==> src/hw/rtl/drabt_pkg.sv <==
// Package for the dual-rate alpha-beta tracker: register codes, reset values,
// micro-op types, the microcode ROM and the 32-bit saturation helper.
// No dependencies.
package drabt_pkg;

	localparam int AXES = 3;
	localparam int DW   = 32;  // Q16.16 data width
	localparam int GW   = 16;  // Q0.16 gain width
	localparam int PW   = 48;  // kept bits of gain * value
	localparam int UAW  = 4;   // microcode address width

	typedef enum logic [1:0] {
		REG_ALPHA   = 2'd0,
		REG_BETA_XY = 2'd1,
		REG_BETA_Z  = 2'd2,
		REG_DT      = 2'd3
	} reg_idx_t;

	localparam logic [GW-1:0] ALPHA_RST   = 16'd18442;
	localparam logic [GW-1:0] BETA_XY_RST = 16'd2559;
	localparam logic [GW-1:0] BETA_Z_RST  = 16'd1707;
	localparam logic [GW-1:0] DT_RST      = 16'd3277;

	typedef enum logic [1:0] {
		GAIN_ALPHA = 2'd0,
		GAIN_BETA  = 2'd1,
		GAIN_DT    = 2'd2
	} gain_sel_t;

	typedef enum logic {
		SRC_INNOV = 1'b0,
		SRC_VEL   = 1'b1
	} mul_src_t;

	typedef enum logic {
		DST_POS = 1'b0,
		DST_VEL = 1'b1
	} acc_dst_t;

	// One control word per microcode step
	typedef struct packed {
		logic           innov_en;  // form innovation for mul_axis
		logic           mul_en;    // load product register
		gain_sel_t      gain;
		mul_src_t       src;
		logic [1:0]     mul_axis;
		logic           acc_en;    // add rounded product into dst[acc_axis]
		acc_dst_t       dst;
		logic [1:0]     acc_axis;
		logic           out_en;    // load result register (may stall)
		logic           jmp_op;    // jump to jmp_tgt when item is a prediction tick
		logic [UAW-1:0] jmp_tgt;
		logic           last;      // final step of the item
	} ucw_t;

	localparam logic [UAW-1:0] UA_REPORT = 4'd10;

	function automatic ucw_t ucode_rom(input logic [UAW-1:0] addr);
		ucw_t w;
		w = '0;
		case (addr)
			4'd0: begin
				w.innov_en = 1'b1; w.mul_axis = 2'd0;
				w.jmp_op = 1'b1; w.jmp_tgt = UA_REPORT;
			end
			4'd1: begin
				w.mul_en = 1'b1; w.gain = GAIN_ALPHA; w.src = SRC_INNOV; w.mul_axis = 2'd0;
			end
			4'd2: begin
				w.mul_en = 1'b1; w.gain = GAIN_BETA; w.src = SRC_INNOV; w.mul_axis = 2'd0;
				w.acc_en = 1'b1; w.dst = DST_POS; w.acc_axis = 2'd0;
			end
			4'd3: begin
				w.acc_en = 1'b1; w.dst = DST_VEL; w.acc_axis = 2'd0;
				w.innov_en = 1'b1; w.mul_axis = 2'd1;
			end
			4'd4: begin
				w.mul_en = 1'b1; w.gain = GAIN_ALPHA; w.src = SRC_INNOV; w.mul_axis = 2'd1;
			end
			4'd5: begin
				w.mul_en = 1'b1; w.gain = GAIN_BETA; w.src = SRC_INNOV; w.mul_axis = 2'd1;
				w.acc_en = 1'b1; w.dst = DST_POS; w.acc_axis = 2'd1;
			end
			4'd6: begin
				w.acc_en = 1'b1; w.dst = DST_VEL; w.acc_axis = 2'd1;
				w.innov_en = 1'b1; w.mul_axis = 2'd2;
			end
			4'd7: begin
				w.mul_en = 1'b1; w.gain = GAIN_ALPHA; w.src = SRC_INNOV; w.mul_axis = 2'd2;
			end
			4'd8: begin
				w.mul_en = 1'b1; w.gain = GAIN_BETA; w.src = SRC_INNOV; w.mul_axis = 2'd2;
				w.acc_en = 1'b1; w.dst = DST_POS; w.acc_axis = 2'd2;
			end
			4'd9: begin
				w.acc_en = 1'b1; w.dst = DST_VEL; w.acc_axis = 2'd2;
			end
			4'd10: begin
				w.out_en = 1'b1;
				w.mul_en = 1'b1; w.gain = GAIN_DT; w.src = SRC_VEL; w.mul_axis = 2'd0;
			end
			4'd11: begin
				w.mul_en = 1'b1; w.gain = GAIN_DT; w.src = SRC_VEL; w.mul_axis = 2'd1;
				w.acc_en = 1'b1; w.dst = DST_POS; w.acc_axis = 2'd0;
			end
			4'd12: begin
				w.mul_en = 1'b1; w.gain = GAIN_DT; w.src = SRC_VEL; w.mul_axis = 2'd2;
				w.acc_en = 1'b1; w.dst = DST_POS; w.acc_axis = 2'd1;
			end
			4'd13: begin
				w.acc_en = 1'b1; w.dst = DST_POS; w.acc_axis = 2'd2;
				w.last = 1'b1;
			end
			default: begin
				w.last = 1'b1;
			end
		endcase
		return w;
	endfunction

	// Clamp a 34-bit exact sum to the signed 32-bit range
	function automatic logic [DW-1:0] sat32(input logic [DW+1:0] v);
		if ((v[DW+1:DW-1] == 3'b000) || (v[DW+1:DW-1] == 3'b111))
			return v[DW-1:0];
		else if (v[DW+1])
			return {1'b1, {(DW-1){1'b0}}};
		else
			return {1'b0, {(DW-1){1'b1}}};
	endfunction

endpackage

==> src/hw/rtl/dual_rate_alpha_beta_tracker_top.sv <==
// Top level of the three-axis alpha-beta tracker: microcode sequencer and
// a shared gain multiplier datapath. Depends on drabt_pkg.
//
// Results: a result is loaded into the result register at the report step, which a
//   measurement reaches after updating all three axes and a prediction tick by a jump.
// Input beats: a new beat is taken only alongside the final step of the current one;
//   the single 17x32 multiplier steps through the axes under the microcode program
//   (one step per cycle while the report step is not held by back-pressure).
// Reset: arst_n clears gains to their defaults and the position and velocity
//   estimates to zero; the block is ready in the first cycle after release.
module dual_rate_alpha_beta_tracker_top
	import drabt_pkg::*;
(
	input  logic          clk,
	input  logic          arst_n,
	// configuration write port
	input  logic          cfg_we,
	input  logic [1:0]    cfg_idx,
	input  logic [15:0]   cfg_wdata,
	// input beats
	input  logic          s_tvalid,
	output logic          s_tready,
	input  logic [191:0]  s_tdata,   // meas_x, meas_y, meas_z, ref_x, ref_y, ref_z
	input  logic [0:0]    s_tuser,   // op
	// result beats
	output logic          m_tvalid,
	input  logic          m_tready,
	output logic [191:0]  m_tdata    // pos_x, pos_y, pos_z, vel_x, vel_y, vel_z
);

	// configuration registers
	logic [GW-1:0] alpha_q, beta_xy_q, beta_z_q, dt_q;

	// captured input beat
	logic          op_q;
	logic [DW-1:0] meas_q [AXES];
	logic [DW-1:0] ref_q  [AXES];

	// tracker state
	logic [DW-1:0] pos_q [AXES];
	logic [DW-1:0] vel_q [AXES];

	// sequencer
	logic           busy_q;
	logic [UAW-1:0] pc_q;
	ucw_t           cw;
	logic           stall;
	logic           advance;
	logic           s_fire;

	// datapath
	logic [DW-1:0]        innov_q;
	logic [PW-1:0]        prod_q;
	logic [GW-1:0]        gain;
	logic [DW-1:0]        mul_op;
	logic signed [PW:0]   mul_full;
	logic [DW+1:0]        innov_sum;
	logic [DW-1:0]        acc_old;
	logic [DW+1:0]        acc_sum;

	logic           m_tvalid_q;
	logic [191:0]   m_tdata_q;

	assign cw = ucode_rom(pc_q);

	// Hold the report step while the previous result is still unclaimed
	assign stall   = cw.out_en & m_tvalid_q & ~m_tready;
	assign advance = busy_q & ~stall;

	// Take a new beat when idle, or alongside the final step of the current one
	assign s_tready = ~busy_q | cw.last;
	assign s_fire   = s_tvalid & s_tready;

	assign m_tvalid = m_tvalid_q;
	assign m_tdata  = m_tdata_q;

	// configuration writes
	always_ff @(posedge clk or negedge arst_n) begin
		if (!arst_n) begin
			alpha_q   <= ALPHA_RST;
			beta_xy_q <= BETA_XY_RST;
			beta_z_q  <= BETA_Z_RST;
			dt_q      <= DT_RST;
		end else if (cfg_we) begin
			case (reg_idx_t'(cfg_idx))
				REG_ALPHA:   alpha_q   <= cfg_wdata;
				REG_BETA_XY: beta_xy_q <= cfg_wdata;
				REG_BETA_Z:  beta_z_q  <= cfg_wdata;
				REG_DT:      dt_q      <= cfg_wdata;
				default:     ;
			endcase
		end
	end

	// capture the input beat; payload needs no reset
	always_ff @(posedge clk) begin
		if (s_fire) begin
			op_q <= s_tuser[0];
			for (int a = 0; a < AXES; a++) begin
				meas_q[a] <= s_tdata[a*DW +: DW];
				ref_q[a]  <= s_tdata[(AXES+a)*DW +: DW];
			end
		end
	end

	// step counter with the conditional jump on prediction ticks
	always_ff @(posedge clk or negedge arst_n) begin
		if (!arst_n) begin
			busy_q <= 1'b0;
			pc_q   <= '0;
		end else if (s_fire) begin
			busy_q <= 1'b1;
			pc_q   <= '0;
		end else if (advance) begin
			if (cw.last) begin
				busy_q <= 1'b0;
				pc_q   <= '0;
			end else if (cw.jmp_op && op_q) begin
				pc_q <= cw.jmp_tgt;
			end else begin
				pc_q <= pc_q + 1'b1;
			end
		end
	end

	// innovation: meas - ref - pos, exact then clamped
	assign innov_sum = {{2{meas_q[cw.mul_axis][DW-1]}}, meas_q[cw.mul_axis]}
		- {{2{ref_q[cw.mul_axis][DW-1]}}, ref_q[cw.mul_axis]}
		- {{2{pos_q[cw.mul_axis][DW-1]}}, pos_q[cw.mul_axis]};

	// gain and operand select for the shared multiplier
	always_comb begin
		case (cw.gain)
			GAIN_ALPHA: gain = alpha_q;
			GAIN_BETA:  gain = (cw.mul_axis == 2'd2) ? beta_z_q : beta_xy_q;
			GAIN_DT:    gain = dt_q;
			default:    gain = alpha_q;
		endcase
		mul_op = (cw.src == SRC_VEL) ? vel_q[cw.mul_axis] : innov_q;
	end

	assign mul_full = $signed({1'b0, gain}) * $signed(mul_op);

	// accumulate: old + floor(p / 2^16) + bit 15 of p rounds half towards +inf
	assign acc_old = (cw.dst == DST_VEL) ? vel_q[cw.acc_axis] : pos_q[cw.acc_axis];
	assign acc_sum = {{2{acc_old[DW-1]}}, acc_old}
		+ {{2{prod_q[PW-1]}}, prod_q[PW-1:16]}
		+ {{(DW+1){1'b0}}, prod_q[15]};

	always_ff @(posedge clk) begin
		if (advance && cw.innov_en)
			innov_q <= sat32(innov_sum);
		if (advance && cw.mul_en)
			prod_q <= mul_full[PW-1:0];
	end

	// estimate registers
	always_ff @(posedge clk or negedge arst_n) begin
		if (!arst_n) begin
			for (int a = 0; a < AXES; a++) begin
				pos_q[a] <= '0;
				vel_q[a] <= '0;
			end
		end else if (advance && cw.acc_en) begin
			if (cw.dst == DST_VEL)
				vel_q[cw.acc_axis] <= sat32(acc_sum);
			else
				pos_q[cw.acc_axis] <= sat32(acc_sum);
		end
	end

	// result register: loaded at the report step, before propagation
	always_ff @(posedge clk or negedge arst_n) begin
		if (!arst_n) begin
			m_tvalid_q <= 1'b0;
		end else if (advance && cw.out_en) begin
			m_tvalid_q <= 1'b1;
		end else if (m_tready) begin
			m_tvalid_q <= 1'b0;
		end
	end

	always_ff @(posedge clk) begin
		if (advance && cw.out_en) begin
			for (int a = 0; a < AXES; a++) begin
				m_tdata_q[a*DW +: DW]        <= pos_q[a];
				m_tdata_q[(AXES+a)*DW +: DW] <= vel_q[a];
			end
		end
	end

	// an accepted beat always starts the program at step zero
	a_start: assert property (@(posedge clk) disable iff (!arst_n)
		s_fire |=> (busy_q && pc_q == '0))
		else $error("sequencer did not start at step zero");

	// a result appears only after a report step was executed
	a_report: assert property (@(posedge clk) disable iff (!arst_n)
		$rose(m_tvalid_q) |-> $past(busy_q && cw.out_en && !stall))
		else $error("result raised outside the report step");

	// the final step ends the item unless a new beat was taken with it
	a_last: assert property (@(posedge clk) disable iff (!arst_n)
		(advance && cw.last && !s_fire) |=> !busy_q)
		else $error("sequencer ran past its final step");

	// the x-axis estimates are not written while the report step is held
	a_hold: assert property (@(posedge clk) disable iff (!arst_n)
		(busy_q && stall) |=> ($stable(pos_q[0]) && $stable(vel_q[0])))
		else $error("estimate changed during a held report");

endmodule

==> config.mk <==
export PLATFORM = sky130hd
export DESIGN_NAME = dual_rate_alpha_beta_tracker_top
export DESIGN_NICKNAME = d
export VERILOG_FILES = /design/src/hw/rtl/drabt_pkg.sv /design/src/hw/rtl/dual_rate_alpha_beta_tracker_top.sv
export SDC_FILE = /design/constraint.sdc
export NUM_CORES = 2
export LEC_CHECK = 0
export BUFFER_PORTS_ARGS = -buffer_cell sky130_fd_sc_hd__buf_2
export CAP_MARGIN = 5
export CELL_PAD_IN_SITES_DETAIL_PLACEMENT = 1
export CELL_PAD_IN_SITES_GLOBAL_PLACEMENT = 1
export CORE_MARGIN = 2
export CORE_UTILIZATION = 47
export CTS_CLUSTER_SIZE = 28
export DETAILED_ROUTE_END_ITERATION = 6
export GPL_TIMING_DRIVEN = 0
export PLACE_DENSITY_LB_ADDON = 0.1
export SLEW_MARGIN = 20
export SYNTH_ARGS = -nofsm -noshare
export SYNTH_HDL_FRONTEND = slang
export SYNTH_SLANG_ARGS = --single-unit
==> constraint.sdc <==
create_clock -name clk -period 13.1 [get_ports clk]
set_clock_uncertainty 0.15 [all_clocks]
set_input_delay 1.965 -clock clk [delete_from_list [all_inputs] [get_ports clk]]
set_output_delay 1.965 -clock clk [all_outputs]
set_load 0.005 [all_outputs]
==> impl_metrics.py <==
metrics = {
    "synth": {
        "syn_inst": 4787,
        "synth_edf_count": 450,
        "synth_top_area_frac": 0.269,
        "yosysWarningCount": 0,
        "ys_ff_latch": 712,
        "yosysMostFrequentCell": "nand2_1",
        "synth_area_leaders": "edfxtp_1, fa_1, dfrtp_1",
        "yosys_most_used_dff": "edfxtp_1",
        "synth_top_area_cell": "edfxtp_1",
        "syn_avg_cell_area_um2": 10.5,
        "synth.cell_area_um2": 50300,
        "synth_nets": 5699,
        "ys_types": 79,
        "synthArstFlopShare": 0.368,
        "yosysSeqAreaShare": 0.400,
        "yosys-top-cells-count": "nand2_1, inv_1, fa_1",
    },
    "worst_setup_path": {
        "reg2regPathDepth": 30,
        "start_kind": "flop",
        "path_max_fanout": 10,
        "cp_slowest_cell": "clkbuf_1",
        "required_ns": 13.31,
        "slowest_delay_ns": 0.90,
        "path_class": "flop to flop",
        "cp-end-kind": "flop",
        "crit_path_frequent_cell": "fa_1",
        "arrival_ns": 12.37,
    },
    "floorplan": {
        "fp.dieW_um": 331,
        "io_pins": 410,
        "initial_utilization": 0.475,
        "dieArea_um2": 110000,
        "die_height_um": 331,
        "num_rows": 119,
        "core_area_um2": 106000,
    },
    "sta": {
        "post-route-period-util": 0.929,
        "setup_slack_ns": 0.933,
        "worst_pin_slew_ns": 1.24,
        "max_freq_ghz": 0.0822,
        "slew_headroom": 0.151,
        "report.final.slew_viol_count": 0,
        "layout_min_cycle_time_ns": 12.17,
        "holdWs_ns": 0.352,
        "hold_violations": 0,
        "setup_viol_count_final": 0,
        "rsz0062_at_grt": "false",
    },
    "worst_hold_path": {
        "hp-class": "flop to flop",
        "hold_path_depth": 1,
    },
    "clock_network": {
        "cts_tree": "done",
        "cts-resized-gates": 0,
        "cts_num_sinks": 712,
        "htree_levels": 3,
        "post_cts_buffers": 0,
        "cts.hold.buffers_added": 0,
        "clock_latency_ns": 0.67,
        "cts_root_buffer": "clkbuf_16",
        "clkTransAtPathRegs_ns": 0.05,
        "numCtsBuffers": 79,
        "cts_max_path_buffers": 3,
    },
    "route": {
        "via_per_inst": 5.89,
        "drc": 0,
        "drt-total-wl_um": 187000,
        "ant_nets": 0,
        "wire_per_inst_um": 27.7,
        "vias": 39800,
        "drt_pass1_iterations": 6,
        "drt-initial-drc-count": 3636,
    },
    "place": {
        "port_buffers": 409,
        "dp_worst_setup_slack_ns": 1.17,
        "gp_congestion": 0.978,
        "dp_cells": 6607,
        "dp_hpwl_um": 151000,
    },
    "layout": {
        "fin_nets": 6209,
        "fill_cells": 11700,
        "fin_util": 0.540,
        "drive_gt1_frac": 0.143,
        "layout.cells.non_filler": 6760,
        "syn_to_final_growth_pct": 13.6,
    },
    "global_route": {
        "antenna_found_initial": 12,
        "global_route.usage.met2": 0.537,
        "grt_busiest_layer": "met2",
        "globalRouteMet1Util": 0.466,
        "grtUsageMet3": 0.0726,
        "overflow": 0,
        "grtUsageTotal": 0.343,
        "grt_pass1_vias": 41600,
        "grt_first_pass_wirelength_um": 272000,
        "grt_max_degree": 71,
    },
    "run": {
        "drv_cap": 0,
    },
    "status": {
        "status": "complete, no violations",
    },
}
cells by family after synthesis:
family	after synthesis	share of synthesized area
AOI/OAI and AO/OA	884	0.108
xor gates and xnor gates	87	0.0152
and+or+nand+nor	1319	0.109
DFF	712	0.400
muxes	266	0.0555
adders and majority gates	696	0.250
buffers and inverters	823	0.0622
layout by cell type (no fill, tap or decap), types with 24 or more instances in the layout:
| cell type | count |
|---|---|
| xor2_1 | 32 |
| o21ai_1 | 53 |
| ha_1 | 180 |
| o21ai_0 | 257 |
| clkbuf_1 | 201 |
| nor2_1 | 369 |
| dfrtp_1 | 234 |
| edfxtp_1 | 450 |
| a211oi_1 | 41 |
| mux2_2 | 102 |
| nand3_1 | 51 |
| nor3_1 | 28 |
| fa_1 | 516 |
| buf_2 | 433 |
| a21oi_1 | 311 |
| a21o_1 | 45 |
| xnor2_1 | 55 |
| o211ai_1 | 30 |
| and2_1 | 24 |
| inv_1 | 598 |
| nand2b_1 | 29 |
| mux2i_1 | 153 |
| nand2_1 | 724 |
| dfstp_2 | 28 |
| clkbuf_16 | 81 |
worst max-delay path, delay by kind of cell (launching register included):
kind / cells / cell delay (ns)
muxes: 1 / 0.78
DFF: 1 / 0.42
buffers and inverters: 8 / 2.63
and+or+nand+nor: 3 / 0.46
adders and majority gates: 8 / 3.75
AOI/OAI and AO/OA: 10 / 3.64
registers in the layout (all words and copies together) (netlist names):
| name | count |
|---|---|
| alpha_q | 16 |
| pc_q | 4 |
| beta_z_q | 16 |
| meas_q | 96 |
| m_tdata | 192 |
| prod_q | 33 |
| m_tvalid | 1 |
| innov_q | 32 |
| ref_q | 96 |
| op_q | 1 |
| beta_xy_q | 16 |
| vel_q | 96 |
| pos_q | 96 |
| dt_q | 16 |
| busy_q | 1 |
worst paths after layout:
kind / to / slack (ns) / start
setup / recovery: prod_q[47]$_DFFE_PP_ / 0.93 / pc_q[0]$_DFFE_PN0P_
hold / removal: beta_z_q[4]$_DFFE_PN0P_ / 0.35 / beta_z_q[4]$_DFFE_PN0P_
setup reg to reg: prod_q[47]$_DFFE_PP_ / 0.93 / pc_q[0]$_DFFE_PN0P_
hold reg to reg: beta_z_q[4]$_DFFE_PN0P_ / 0.35 / beta_z_q[4]$_DFFE_PN0P_
max in group asynchronous: vel_q[39]$_DFFE_PN0P_ / 10.85 / arst_n
min in group asynchronous: pos_q[94]$_DFFE_PN0P_ / 1.13 / arst_n
final cells by class:
cell class | count | area (um^2) | share of cell area
repair buffers | 429 | 2420 | 0.0425
clock inverters | 42 | 405 | 0.00710
inverters | 598 | 2240 | 0.0393
plain buffers | 225 | 890 | 0.0156
clock buffers | 103 | 2140 | 0.0375
flip-flops and latches | 712 | 20100 | 0.352
multi-input cells | 3252 | 27100 | 0.475
well taps | 1391 | 1740 | 0.0305
diodes | 8 | 20.0 | 0.000351
through the flow:
step                TNS, ns  area [um^2]
finish                    0        57100
global route              0        57100
floorplan                 0        50300
global placement    -304.47        54000
CTS                       0        57100
detailed placement        0        54500
routing by layer:
metal / share of wire / vias to the layer above
met3: 0.093 / 414
met5: 0 / -
li1: - / 16900
met2: 0.45 / 1897
met4: 0.048 / 0
met1: 0.41 / 20600
Power is not shown: default switching activity piles up to over one toggle a cycle in this logic, so the estimate is an artifact.
